File: src/hdl/xsfwp_pkg.sv
// Shared types, codes and constants for the strobe framer with wake-up prediction.
package xsfwp_pkg;

  localparam int unsigned TICK_W      = 32;
  localparam int unsigned ID_W        = 16;
  localparam int unsigned CNT_W       = 8;
  localparam int unsigned BYTE_W      = 8;
  localparam int unsigned IVL_W       = 16;
  localparam int unsigned CFG_W       = 16;
  localparam int unsigned CFG_IDX_W   = 3;
  localparam int unsigned FRAME_LEN_W = 2;
  localparam int unsigned STATUS_W    = 2;
  localparam int unsigned DIV_STEPS   = TICK_W;

  localparam int unsigned TABLE_ENTRIES_DEF = 8;

  localparam logic [FRAME_LEN_W-1:0] FRAME_BYTES = FRAME_LEN_W'(3);

  localparam logic [IVL_W-1:0]  WAKEUP_INTERVAL_RST = IVL_W'(1000);
  localparam logic [CNT_W-1:0]  STROBE_LIMIT_RST    = CNT_W'(10);
  localparam logic [BYTE_W-1:0] TYPE_STROBE_RST     = BYTE_W'(0);
  localparam logic [BYTE_W-1:0] TYPE_SACK_RST       = BYTE_W'(1);
  localparam logic [BYTE_W-1:0] TYPE_BROADCAST_RST  = BYTE_W'(2);

  typedef enum logic [1:0] {
    CMD_STROBE    = 2'd0,
    CMD_ACK       = 2'd1,
    CMD_BROADCAST = 2'd2,
    CMD_PARSE     = 2'd3
  } cmd_e;

  typedef enum logic [STATUS_W-1:0] {
    STS_OK         = 2'd0,
    STS_FRAME_INV  = 2'd1,
    STS_ACK_INV    = 2'd2
  } status_e;

  typedef enum logic [CFG_IDX_W-1:0] {
    CFG_OWN_ID          = 3'd0,
    CFG_WAKEUP_INTERVAL = 3'd1,
    CFG_TRANSITION_TIME = 3'd2,
    CFG_TX_ADVANCE      = 3'd3,
    CFG_STROBE_LIMIT    = 3'd4,
    CFG_TYPE_STROBE     = 3'd5,
    CFG_TYPE_SACK       = 3'd6,
    CFG_TYPE_BROADCAST  = 3'd7
  } cfg_idx_e;

  typedef struct packed {
    logic [ID_W-1:0]   id;
    logic [TICK_W-1:0] wake;
    logic [CNT_W-1:0]  cnt;
  } ent_t;

  typedef struct packed {
    logic             start;
    logic [TICK_W-1:0] dividend;
    logic [IVL_W-1:0]  divisor;
  } rem_req_t;

  typedef struct packed {
    logic             done;
    logic [IVL_W-1:0] rem;
  } rem_rsp_t;

endpackage

File: src/hdl/xsfwp_rem.sv
// Bit-serial restoring remainder unit: 32-bit dividend modulo 16-bit divisor.
module xsfwp_rem
  import xsfwp_pkg::*;
(
  input  logic     clk_i,
  input  logic     rst_ni,
  input  rem_req_t req_i,
  output rem_rsp_t rsp_o
);

  localparam int unsigned STEP_W = $clog2(DIV_STEPS);

  logic              busy_q;
  logic              done_q;
  logic [STEP_W-1:0] step_q;
  logic [TICK_W-1:0] dvd_q;
  logic [IVL_W-1:0]  dsr_q;
  logic [IVL_W-1:0]  rem_q;
  logic [IVL_W-1:0]  rem_d;
  logic [IVL_W:0]    trial;

  always_comb begin
    trial = {rem_q, dvd_q[TICK_W-1]};
    if (trial >= {1'b0, dsr_q}) begin
      rem_d = IVL_W'(trial - {1'b0, dsr_q});
    end else begin
      rem_d = IVL_W'(trial);
    end
  end

  always_ff @(posedge clk_i or negedge rst_ni) begin
    if (!rst_ni) begin
      busy_q <= 1'b0;
      done_q <= 1'b0;
      step_q <= '0;
    end else begin
      done_q <= 1'b0;
      if (req_i.start) begin
        busy_q <= 1'b1;
        step_q <= '0;
      end else if (busy_q) begin
        step_q <= step_q + STEP_W'(1);
        if (step_q == STEP_W'(DIV_STEPS - 1)) begin
          busy_q <= 1'b0;
          done_q <= 1'b1;
        end
      end
    end
  end

  always_ff @(posedge clk_i) begin
    if (req_i.start) begin
      dvd_q <= req_i.dividend;
      dsr_q <= req_i.divisor;
      rem_q <= '0;
    end else if (busy_q) begin
      dvd_q <= {dvd_q[TICK_W-2:0], 1'b0};
      rem_q <= rem_d;
    end
  end

  assign rsp_o.done = done_q;
  assign rsp_o.rem  = rem_q;

endmodule

File: src/hdl/xmac_strobe_framer_wake_predict.sv
// Top level: strobe/ack/broadcast framer and frame parser with neighbor wake-up prediction.
//
//  channel  | signals                                       | handshake
//  ---------+-----------------------------------------------+-------------------------
//  request  | command, dest_id, now_tick, rx_type, rx_id_*  | in_valid_i / in_ready_o
//  result   | frame_byte0..2, frame_len, tx_delay, status   | out_valid_o / out_ready_i
//  config   | cfg_idx_i, cfg_wdata_i                        | cfg_we_i, no wait
//
// Ack and broadcast builds and most parses go straight to the result stage. A strobe or an
// ack parse first scans the neighbor table entry by entry (read, then compare); a predicted
// strobe then also waits on the serial remainder unit before the table write.
// One request at a time; in_ready_o is high only while idle. A result waiting on
// out_ready_i holds back the end of the next request. Reset clears the table valid bits.
module xmac_strobe_framer_wake_predict
  import xsfwp_pkg::*;
#(
  parameter int unsigned TABLE_ENTRIES = TABLE_ENTRIES_DEF
) (
  input  logic                   clk_i,
  input  logic                   rst_ni,
  input  logic                   cfg_we_i,
  input  logic [CFG_IDX_W-1:0]   cfg_idx_i,
  input  logic [CFG_W-1:0]       cfg_wdata_i,
  input  logic                   in_valid_i,
  output logic                   in_ready_o,
  input  logic [1:0]             command_i,
  input  logic [ID_W-1:0]        dest_id_i,
  input  logic [TICK_W-1:0]      now_tick_i,
  input  logic [BYTE_W-1:0]      rx_type_i,
  input  logic [BYTE_W-1:0]      rx_id_low_i,
  input  logic [BYTE_W-1:0]      rx_id_high_i,
  output logic                   out_valid_o,
  input  logic                   out_ready_i,
  output logic [BYTE_W-1:0]      frame_byte0_o,
  output logic [BYTE_W-1:0]      frame_byte1_o,
  output logic [BYTE_W-1:0]      frame_byte2_o,
  output logic [FRAME_LEN_W-1:0] frame_len_o,
  output logic [TICK_W-1:0]      tx_delay_o,
  output logic [STATUS_W-1:0]    status_o
);

  localparam int unsigned IDX_W = (TABLE_ENTRIES > 1) ? $clog2(TABLE_ENTRIES) : 1;

  typedef enum logic [6:0] {
    ST_IDLE = 7'b0000001,
    ST_RD   = 7'b0000010,
    ST_CMP  = 7'b0000100,
    ST_PLAN = 7'b0001000,
    ST_DIV  = 7'b0010000,
    ST_WR   = 7'b0100000,
    ST_FIN  = 7'b1000000
  } state_e;

  // configuration
  logic [ID_W-1:0]   own_id_q;
  logic [IVL_W-1:0]  wakeup_interval_q;
  logic [IVL_W-1:0]  transition_time_q;
  logic [IVL_W-1:0]  tx_advance_q;
  logic [CNT_W-1:0]  strobe_limit_q;
  logic [BYTE_W-1:0] type_strobe_q;
  logic [BYTE_W-1:0] type_sack_q;
  logic [BYTE_W-1:0] type_broadcast_q;

  always_ff @(posedge clk_i or negedge rst_ni) begin
    if (!rst_ni) begin
      own_id_q          <= '0;
      wakeup_interval_q <= WAKEUP_INTERVAL_RST;
      transition_time_q <= '0;
      tx_advance_q      <= '0;
      strobe_limit_q    <= STROBE_LIMIT_RST;
      type_strobe_q     <= TYPE_STROBE_RST;
      type_sack_q       <= TYPE_SACK_RST;
      type_broadcast_q  <= TYPE_BROADCAST_RST;
    end else if (cfg_we_i) begin
      unique case (cfg_idx_e'(cfg_idx_i))
        CFG_OWN_ID:          own_id_q          <= cfg_wdata_i;
        CFG_WAKEUP_INTERVAL: wakeup_interval_q <= cfg_wdata_i;
        CFG_TRANSITION_TIME: transition_time_q <= cfg_wdata_i;
        CFG_TX_ADVANCE:      tx_advance_q      <= cfg_wdata_i;
        CFG_STROBE_LIMIT:    strobe_limit_q    <= cfg_wdata_i[CNT_W-1:0];
        CFG_TYPE_STROBE:     type_strobe_q     <= cfg_wdata_i[BYTE_W-1:0];
        CFG_TYPE_SACK:       type_sack_q       <= cfg_wdata_i[BYTE_W-1:0];
        CFG_TYPE_BROADCAST:  type_broadcast_q  <= cfg_wdata_i[BYTE_W-1:0];
        default: ;
      endcase
    end
  end

  // control and request
  state_e            state_q, state_d;
  cmd_e              cmd_q;
  logic [ID_W-1:0]   dest_q;
  logic [TICK_W-1:0] now_q;
  logic [IDX_W-1:0]  idx_q;
  logic              match_q, free_q;
  logic [IDX_W-1:0]  match_idx_q, free_idx_q;
  ent_t              match_ent_q, free_ent_q;

  // pending result
  logic [BYTE_W-1:0]      res_b0_q, res_b1_q, res_b2_q;
  logic [FRAME_LEN_W-1:0] res_len_q;
  logic [TICK_W-1:0]      res_delay_q;
  status_e                res_status_q;

  // neighbor table
  ent_t                     ent_mem [TABLE_ENTRIES];
  logic [TABLE_ENTRIES-1:0] vld_q;
  ent_t                     rd_q;
  logic                     rd_vld_q;
  ent_t                     ent_cur;
  logic                     wr_en;
  logic [IDX_W-1:0]         wr_addr;
  ent_t                     wr_data;

  // selected slot and strobe count update
  ent_t             sel;
  logic [CNT_W-1:0] cnt_next;

  // prediction
  rem_req_t         rem_req;
  rem_rsp_t         rem_rsp;
  logic [IVL_W-1:0] iv_eff;
  logic [IVL_W-1:0] base;
  logic [IVL_W-1:0] after_tt;
  logic [IVL_W-1:0] pred;

  logic [ID_W-1:0] rx_id;
  logic            in_fire;
  logic            out_load;

  assign in_ready_o = (state_q == ST_IDLE);
  assign in_fire    = in_valid_i && in_ready_o;
  assign rx_id      = {rx_id_high_i, rx_id_low_i};
  assign ent_cur    = rd_vld_q ? rd_q : '0;
  assign sel        = match_q ? match_ent_q : free_ent_q;
  assign cnt_next   = (sel.cnt > strobe_limit_q) ? '0 : sel.cnt + CNT_W'(1);
  assign iv_eff     = (wakeup_interval_q == '0) ? IVL_W'(1) : wakeup_interval_q;
  assign out_load   = (state_q == ST_FIN) && (!out_valid_o || out_ready_i);

  always_comb begin
    base     = iv_eff - rem_rsp.rem;
    after_tt = base - transition_time_q;
    if (base < transition_time_q) begin
      pred = '0;
    end else if (after_tt > tx_advance_q) begin
      pred = after_tt - tx_advance_q;
    end else begin
      pred = after_tt;
    end
  end

  assign rem_req.start    = (state_q == ST_PLAN) && (cmd_q == CMD_STROBE) && match_q &&
                            (match_ent_q.wake != '0) && (match_ent_q.cnt == '0);
  assign rem_req.dividend = now_q - match_ent_q.wake;
  assign rem_req.divisor  = iv_eff;

  xsfwp_rem u_rem (
    .clk_i  (clk_i),
    .rst_ni (rst_ni),
    .req_i  (rem_req),
    .rsp_o  (rem_rsp)
  );

  always_comb begin
    wr_en   = 1'b0;
    wr_addr = match_q ? match_idx_q : free_idx_q;
    wr_data = '{id: dest_q, wake: sel.wake, cnt: cnt_next};
    if (state_q == ST_WR) begin
      wr_en = 1'b1;
    end else if ((state_q == ST_PLAN) && (cmd_q == CMD_PARSE) && match_q) begin
      wr_en   = 1'b1;
      wr_data = '{id: dest_q, wake: now_q, cnt: '0};
    end
  end

  always_ff @(posedge clk_i) begin
    if (wr_en) begin
      ent_mem[wr_addr] <= wr_data;
    end
    rd_q     <= ent_mem[idx_q];
    rd_vld_q <= vld_q[idx_q];
  end

  always_ff @(posedge clk_i or negedge rst_ni) begin
    if (!rst_ni) begin
      vld_q <= '0;
    end else if (wr_en) begin
      vld_q[wr_addr] <= 1'b1;
    end
  end

  always_comb begin
    state_d = state_q;
    unique case (state_q)
      ST_IDLE: begin
        if (in_fire) begin
          priority if (cmd_e'(command_i) == CMD_STROBE) begin
            state_d = ST_RD;
          end else if ((cmd_e'(command_i) == CMD_PARSE) && (rx_type_i != type_strobe_q) &&
                       (rx_type_i == type_sack_q) && (rx_id == dest_id_i)) begin
            state_d = ST_RD;
          end else begin
            state_d = ST_FIN;
          end
        end
      end
      ST_RD:   state_d = ST_CMP;
      ST_CMP:  state_d = (idx_q == IDX_W'(TABLE_ENTRIES - 1)) ? ST_PLAN : ST_RD;
      ST_PLAN: begin
        priority if (cmd_q == CMD_PARSE) begin
          state_d = ST_FIN;
        end else if (rem_req.start) begin
          state_d = ST_DIV;
        end else if (match_q || free_q) begin
          state_d = ST_WR;
        end else begin
          state_d = ST_FIN;
        end
      end
      ST_DIV:  state_d = rem_rsp.done ? ST_WR : ST_DIV;
      ST_WR:   state_d = ST_FIN;
      ST_FIN:  state_d = out_load ? ST_IDLE : ST_FIN;
      default: state_d = ST_IDLE;
    endcase
  end

  always_ff @(posedge clk_i or negedge rst_ni) begin
    if (!rst_ni) begin
      state_q     <= ST_IDLE;
      out_valid_o <= 1'b0;
      idx_q       <= '0;
      match_q     <= 1'b0;
      free_q      <= 1'b0;
    end else begin
      state_q <= state_d;
      if (out_load) begin
        out_valid_o <= 1'b1;
      end else if (out_ready_i) begin
        out_valid_o <= 1'b0;
      end
      if (in_fire) begin
        idx_q   <= '0;
        match_q <= 1'b0;
        free_q  <= 1'b0;
      end else if (state_q == ST_CMP) begin
        if (idx_q != IDX_W'(TABLE_ENTRIES - 1)) begin
          idx_q <= idx_q + IDX_W'(1);
        end
        if (!match_q && (ent_cur.id == dest_q)) begin
          match_q <= 1'b1;
        end
        if (!free_q && (ent_cur.id == '0)) begin
          free_q <= 1'b1;
        end
      end
    end
  end

  always_ff @(posedge clk_i) begin
    if (in_fire) begin
      cmd_q       <= cmd_e'(command_i);
      dest_q      <= dest_id_i;
      now_q       <= now_tick_i;
      res_delay_q <= '0;
      unique case (cmd_e'(command_i))
        CMD_STROBE: begin
          res_b0_q     <= type_strobe_q;
          res_b1_q     <= dest_id_i[BYTE_W-1:0];
          res_b2_q     <= dest_id_i[ID_W-1:BYTE_W];
          res_len_q    <= FRAME_BYTES;
          res_status_q <= STS_OK;
        end
        CMD_ACK: begin
          res_b0_q     <= type_sack_q;
          res_b1_q     <= own_id_q[BYTE_W-1:0];
          res_b2_q     <= own_id_q[ID_W-1:BYTE_W];
          res_len_q    <= FRAME_BYTES;
          res_status_q <= STS_OK;
        end
        CMD_BROADCAST: begin
          res_b0_q     <= type_broadcast_q;
          res_b1_q     <= '0;
          res_b2_q     <= '0;
          res_len_q    <= FRAME_BYTES;
          res_status_q <= STS_OK;
        end
        CMD_PARSE: begin
          res_b0_q  <= '0;
          res_b1_q  <= '0;
          res_b2_q  <= '0;
          res_len_q <= '0;
          priority if (rx_type_i == type_strobe_q) begin
            res_status_q <= (rx_id == own_id_q) ? STS_OK : STS_FRAME_INV;
          end else if (rx_type_i == type_sack_q) begin
            res_status_q <= (rx_id == dest_id_i) ? STS_OK : STS_ACK_INV;
          end else begin
            res_status_q <= STS_FRAME_INV;
          end
        end
        default: ;
      endcase
    end else begin
      if ((state_q == ST_CMP) && !match_q && (ent_cur.id == dest_q)) begin
        match_idx_q <= idx_q;
        match_ent_q <= ent_cur;
      end
      if ((state_q == ST_CMP) && !free_q && (ent_cur.id == '0)) begin
        free_idx_q <= idx_q;
        free_ent_q <= ent_cur;
      end
      if ((state_q == ST_DIV) && rem_rsp.done) begin
        res_delay_q <= TICK_W'(pred);
      end
    end
    if (out_load) begin
      frame_byte0_o <= res_b0_q;
      frame_byte1_o <= res_b1_q;
      frame_byte2_o <= res_b2_q;
      frame_len_o   <= res_len_q;
      tx_delay_o    <= res_delay_q;
      status_o      <= res_status_q;
    end
  end

endmodule

File: config.mk
export PLATFORM = sky130hd
export DESIGN_NAME = xmac_strobe_framer_wake_predict
export DESIGN_NICKNAME = d
export VERILOG_FILES = /design/src/hdl/xsfwp_pkg.sv /design/src/hdl/xsfwp_rem.sv /design/src/hdl/xmac_strobe_framer_wake_predict.sv
export SDC_FILE = /design/constraint.sdc
export NUM_CORES = 1
export LEC_CHECK = 0
export ABC_AREA = 1
export ABC_CLOCK_PERIOD_IN_PS = 8710
export BUFFER_PORTS_ARGS = -buffer_cell sky130_fd_sc_hd__buf_2
export CORE_MARGIN = 5
export CORE_UTILIZATION = 30
export DETAILED_ROUTE_END_ITERATION = 12
export PLACE_DENSITY = 0.56
export SLEW_MARGIN = 0
export SYNTH_ARGS = -nofsm -noshare
export SYNTH_HDL_FRONTEND = slang
export SYNTH_SLANG_ARGS = --single-unit
File: constraint.sdc
create_clock -name clk_i -period 8.71 [get_ports clk_i]
set_input_delay 2.1775 -clock clk_i [delete_from_list [all_inputs] [get_ports clk_i]]
set_output_delay 2.1775 -clock clk_i [all_outputs]
set_load 0.01 [all_outputs]
==> flow_summary.toml <==
[status]
run_status = "completed"

[placement]
pre_cts_ws_ns = 2.89
placed_cells_incl_taps = 5917
gp_congestion = 0.885
dpl.hpwl_mm = 70.7
io_buffers = 143

[worst_setup_path]
endpoint_kind = "flop"
crit_required_ns = 9.26
cp_common_cell = "nand2_1"
worstPathArrival_ns = 6.30
path_class = "reg -> reg"
rr_startpoint = "wakeup_interval_q[13]$_DFFE_PN0P_"
reg2reg_depth = 35
critPathBufInv = 4
cp_max_fo = 18
reg2reg_slack_ns = 2.96
critPathSlowestCell = "o21ai_0"
crit_path_start_kind = "flop"
cpLargestDelayFamily = "simple AND/OR/NAND/NOR gates"
slowest_delay_ns = 0.48
r2r_end = "res_delay_q[3]$_SDFFE_PP0P_"

[clock_tree]
cts_hold_buf = 0
cts_sinks = 915
cts_resized = 0
post_cts_buffers = 0
htreeDepth = 3
root_buffer = "clkbuf_16"
cts_tree = "done"
clk_pin_slew_ns = 0.06
cts_buffers = 95
clock_path_buffers = 3
clock_latency_ns = 0.71

[global_route]
grt_use_total_pct = 14.7
antenna_found_initial = 14
grt_max_degree = 195
grt_pass1_wl_mm = 168
grt_pass1_vias = 28200
grt.overflow.total = 0

[timing]
period_share_pct = 66.1
fmax_mhz = 174
fin_skew_ns = 0.0655
finalMaxSlewViolations = 0
max_slew.worst_pin.slew_ns = 1.29
fin_crit_ns = 5.75
rsz0062_at_grt = "no"
setup_viol = 0
fin_ws_ns = 2.96
fin_tns_setup_ns = 0
hold_violations = 0
relSlewSlack_pct = 13.4

[cells_and_area]
drive_gt1_share_pct = 9.81
fin_util_pct = 34.5
nets = 4431
fillers = 13900
area_growth_pct = 14.2
multi_input_area_um2 = 13400
regArea_um2 = 26000
final_cells = 6098

[power_and_ir_drop]
ir_drop_v = 0.000231
total_power_mw = 13.2
p_per_area_nw_per_um2 = 278
p_leak_nw = 18.9

[die]
die_w_um = 383
num_rows = 136
dieHeight_um = 383
coreArea_um2 = 138000
start_util_pct = 30.2
ios = 160
dieArea_um2 = 146000

[yosys]
synth_area_leaders = "edfxtp_1 51%, nand2_1 7.1%, dfrtp_1 6.8%, nor2_1 5.2%, o21ai_0 5.0%"
synth-seq-area-share_pct = 62.3
synth_edf_count = 702
netlist_instances = 4110
yosysTopAreaCell = "edfxtp_1"
yosys_register_bits = 915
synth.top_cell.area_share_pct = 50.6
ys.flop_type = "edfxtp_1"
synthArstFlopShare_pct = 13.6
yosys_warnings = 0
synthesis.area_um2 = 41700
yosys.cell_types.count = 59
syn_area_per_cell_um2 = 10.1

[flow_run]
cap_violations = 0

[route]
vias = 28800
first_pass_iters = 5
ant_nets = 0
initialDrtViolationCount = 2030
wl_per_cell_um = 18.0
wl_mm = 110
route.detailed.drc = 0
vias_per_cell = 4.73

[min_path]
hold_depth = 0
holdCritStartpoint = "res_b2_q[2]$_DFFE_PP_"
min_to = "frame_byte2_o[2]$_DFFE_PP_"
hp-class = "reg -> reg"
==> where the power goes <==
group / total, mW / leakage, nW / switching (mW) / internal, mW
Clock: 4.31 / 1.64 / 1.79 / 2.52
Combinational: 3.49 / 8.64 / 2.33 / 1.16
Sequential: 5.43 / 8.66 / 0.294 / 5.13
Total: 13.2 / 18.9 / 4.41 / 8.82
==> worst register-to-register path: cells and delay by family, from the launching register on <==
kind	cells	cell delay (ns)
simple gates	21	2.44
compound gates	6	1.13
fa+ha+maj	4	1.08
buf+inv	4	0.53
flops	1	0.42
==> per-stage QoR <==
stage	cell area, um^2	hold slack [ns]
2_1_floorplan	41700	0.400
3_3_place_gp	44200	0.403
3_5_place_dp	44200	0.405
4_1_cts	47600	0.421
5_1_grt	47600	0.432
6_report	47600	0.418
==> Yosys cell counts (all sizes together), types with 6 or more instances <==
library cell / number
o211ai: 39
dfxtp: 89
nand3b: 18
inv: 435
o22ai: 58
buf: 65
a22o: 9
o21a: 6
dfstp: 11
o21ai: 426
o21bai: 9
xnor2: 74
xor2: 27
ha: 108
nand4: 36
or2: 15
nor3: 26
edfxtp: 702
a21oi: 124
nand2: 797
dfrtp: 113
a31oi: 60
nor4: 10
clkbuf: 109
nand3: 139
nor2: 579
==> sequential cells by signal (all words and copies together) (netlist names), 32 cells and up <==
name and flops:
rd_q 56, u_rem.dvd_q 32, match_ent_q 40, free_ent_q 40, now_q 32, ent_mem 448
==> cell families (layout without fill, tap and decap cells) <==
family                   after synthesis  in the layout  share of synthesized area (%)
adder cells (fa/ha/maj)              113            113                           3.48
flip-flops                           915            915                           62.3
buffers and inverters                610            788                           5.94
other                                  1             17                        0.00900
AND/OR/NAND/NOR                     1629           1629                           16.3
AO/OA/AOI/OAI                        741            741                           9.80
XOR/XNOR                             101            101                           2.12
==> area by class of cell <==
class | count | share of cell area (%)
antenna | 1 | 0.00526
clock buffer | 129 | 5.74
multi-input combinational | 2600 | 28.1
inverter | 436 | 3.48
clock inverter | 51 | 1.35
timing repair buffer | 172 | 1.99
sequential | 915 | 54.6
tap | 1794 | 4.72
==> worst max-delay path by stage <==
stage,cells after the start,slack (ns),startpoint,endpoint
after floorplan,3,3.97,in_valid_i,match_ent_q[0]$_DFFE_PP_
after global placement,35,2.89,wakeup_interval_q[12]$_DFFE_PN0P_,res_delay_q[2]$_SDFFE_PP0P_
after detailed placement,35,2.89,wakeup_interval_q[13]$_DFFE_PN0P_,res_delay_q[3]$_SDFFE_PP0P_
after CTS,35,2.86,wakeup_interval_q[13]$_DFFE_PN0P_,res_delay_q[3]$_SDFFE_PP0P_
after global routing,35,2.39,wakeup_interval_q[13]$_DFFE_PN0P_,res_delay_q[5]$_SDFFE_PP0P_
final,35,2.96,wakeup_interval_q[13]$_DFFE_PN0P_,res_delay_q[3]$_SDFFE_PP0P_
==> cell usage in the layout (no fill, tap or decap), types with 60 or more instances in the layout <==
cell type,netlist,routed
o21ai_0,418,418
buf_2,28,142
nand2_1,784,784
edfxtp_1,702,702
clkbuf_16,0,100
inv_1,420,419
a31oi_1,60,60
a21oi_1,123,123
nor2_1,573,562
dfxtp_1,89,88
nand3_1,128,128
xnor2_1,74,74
dfrtp_1,113,110
ha_1,108,108
==> metal layers <==
layer,track usage [%],wire (um)
met5,0,69
met4,3.43,2110
met1,20.3,51000
met2,24.1,51100
met3,2.67,5660
Note: power is estimated with default switching activity, not from simulation.
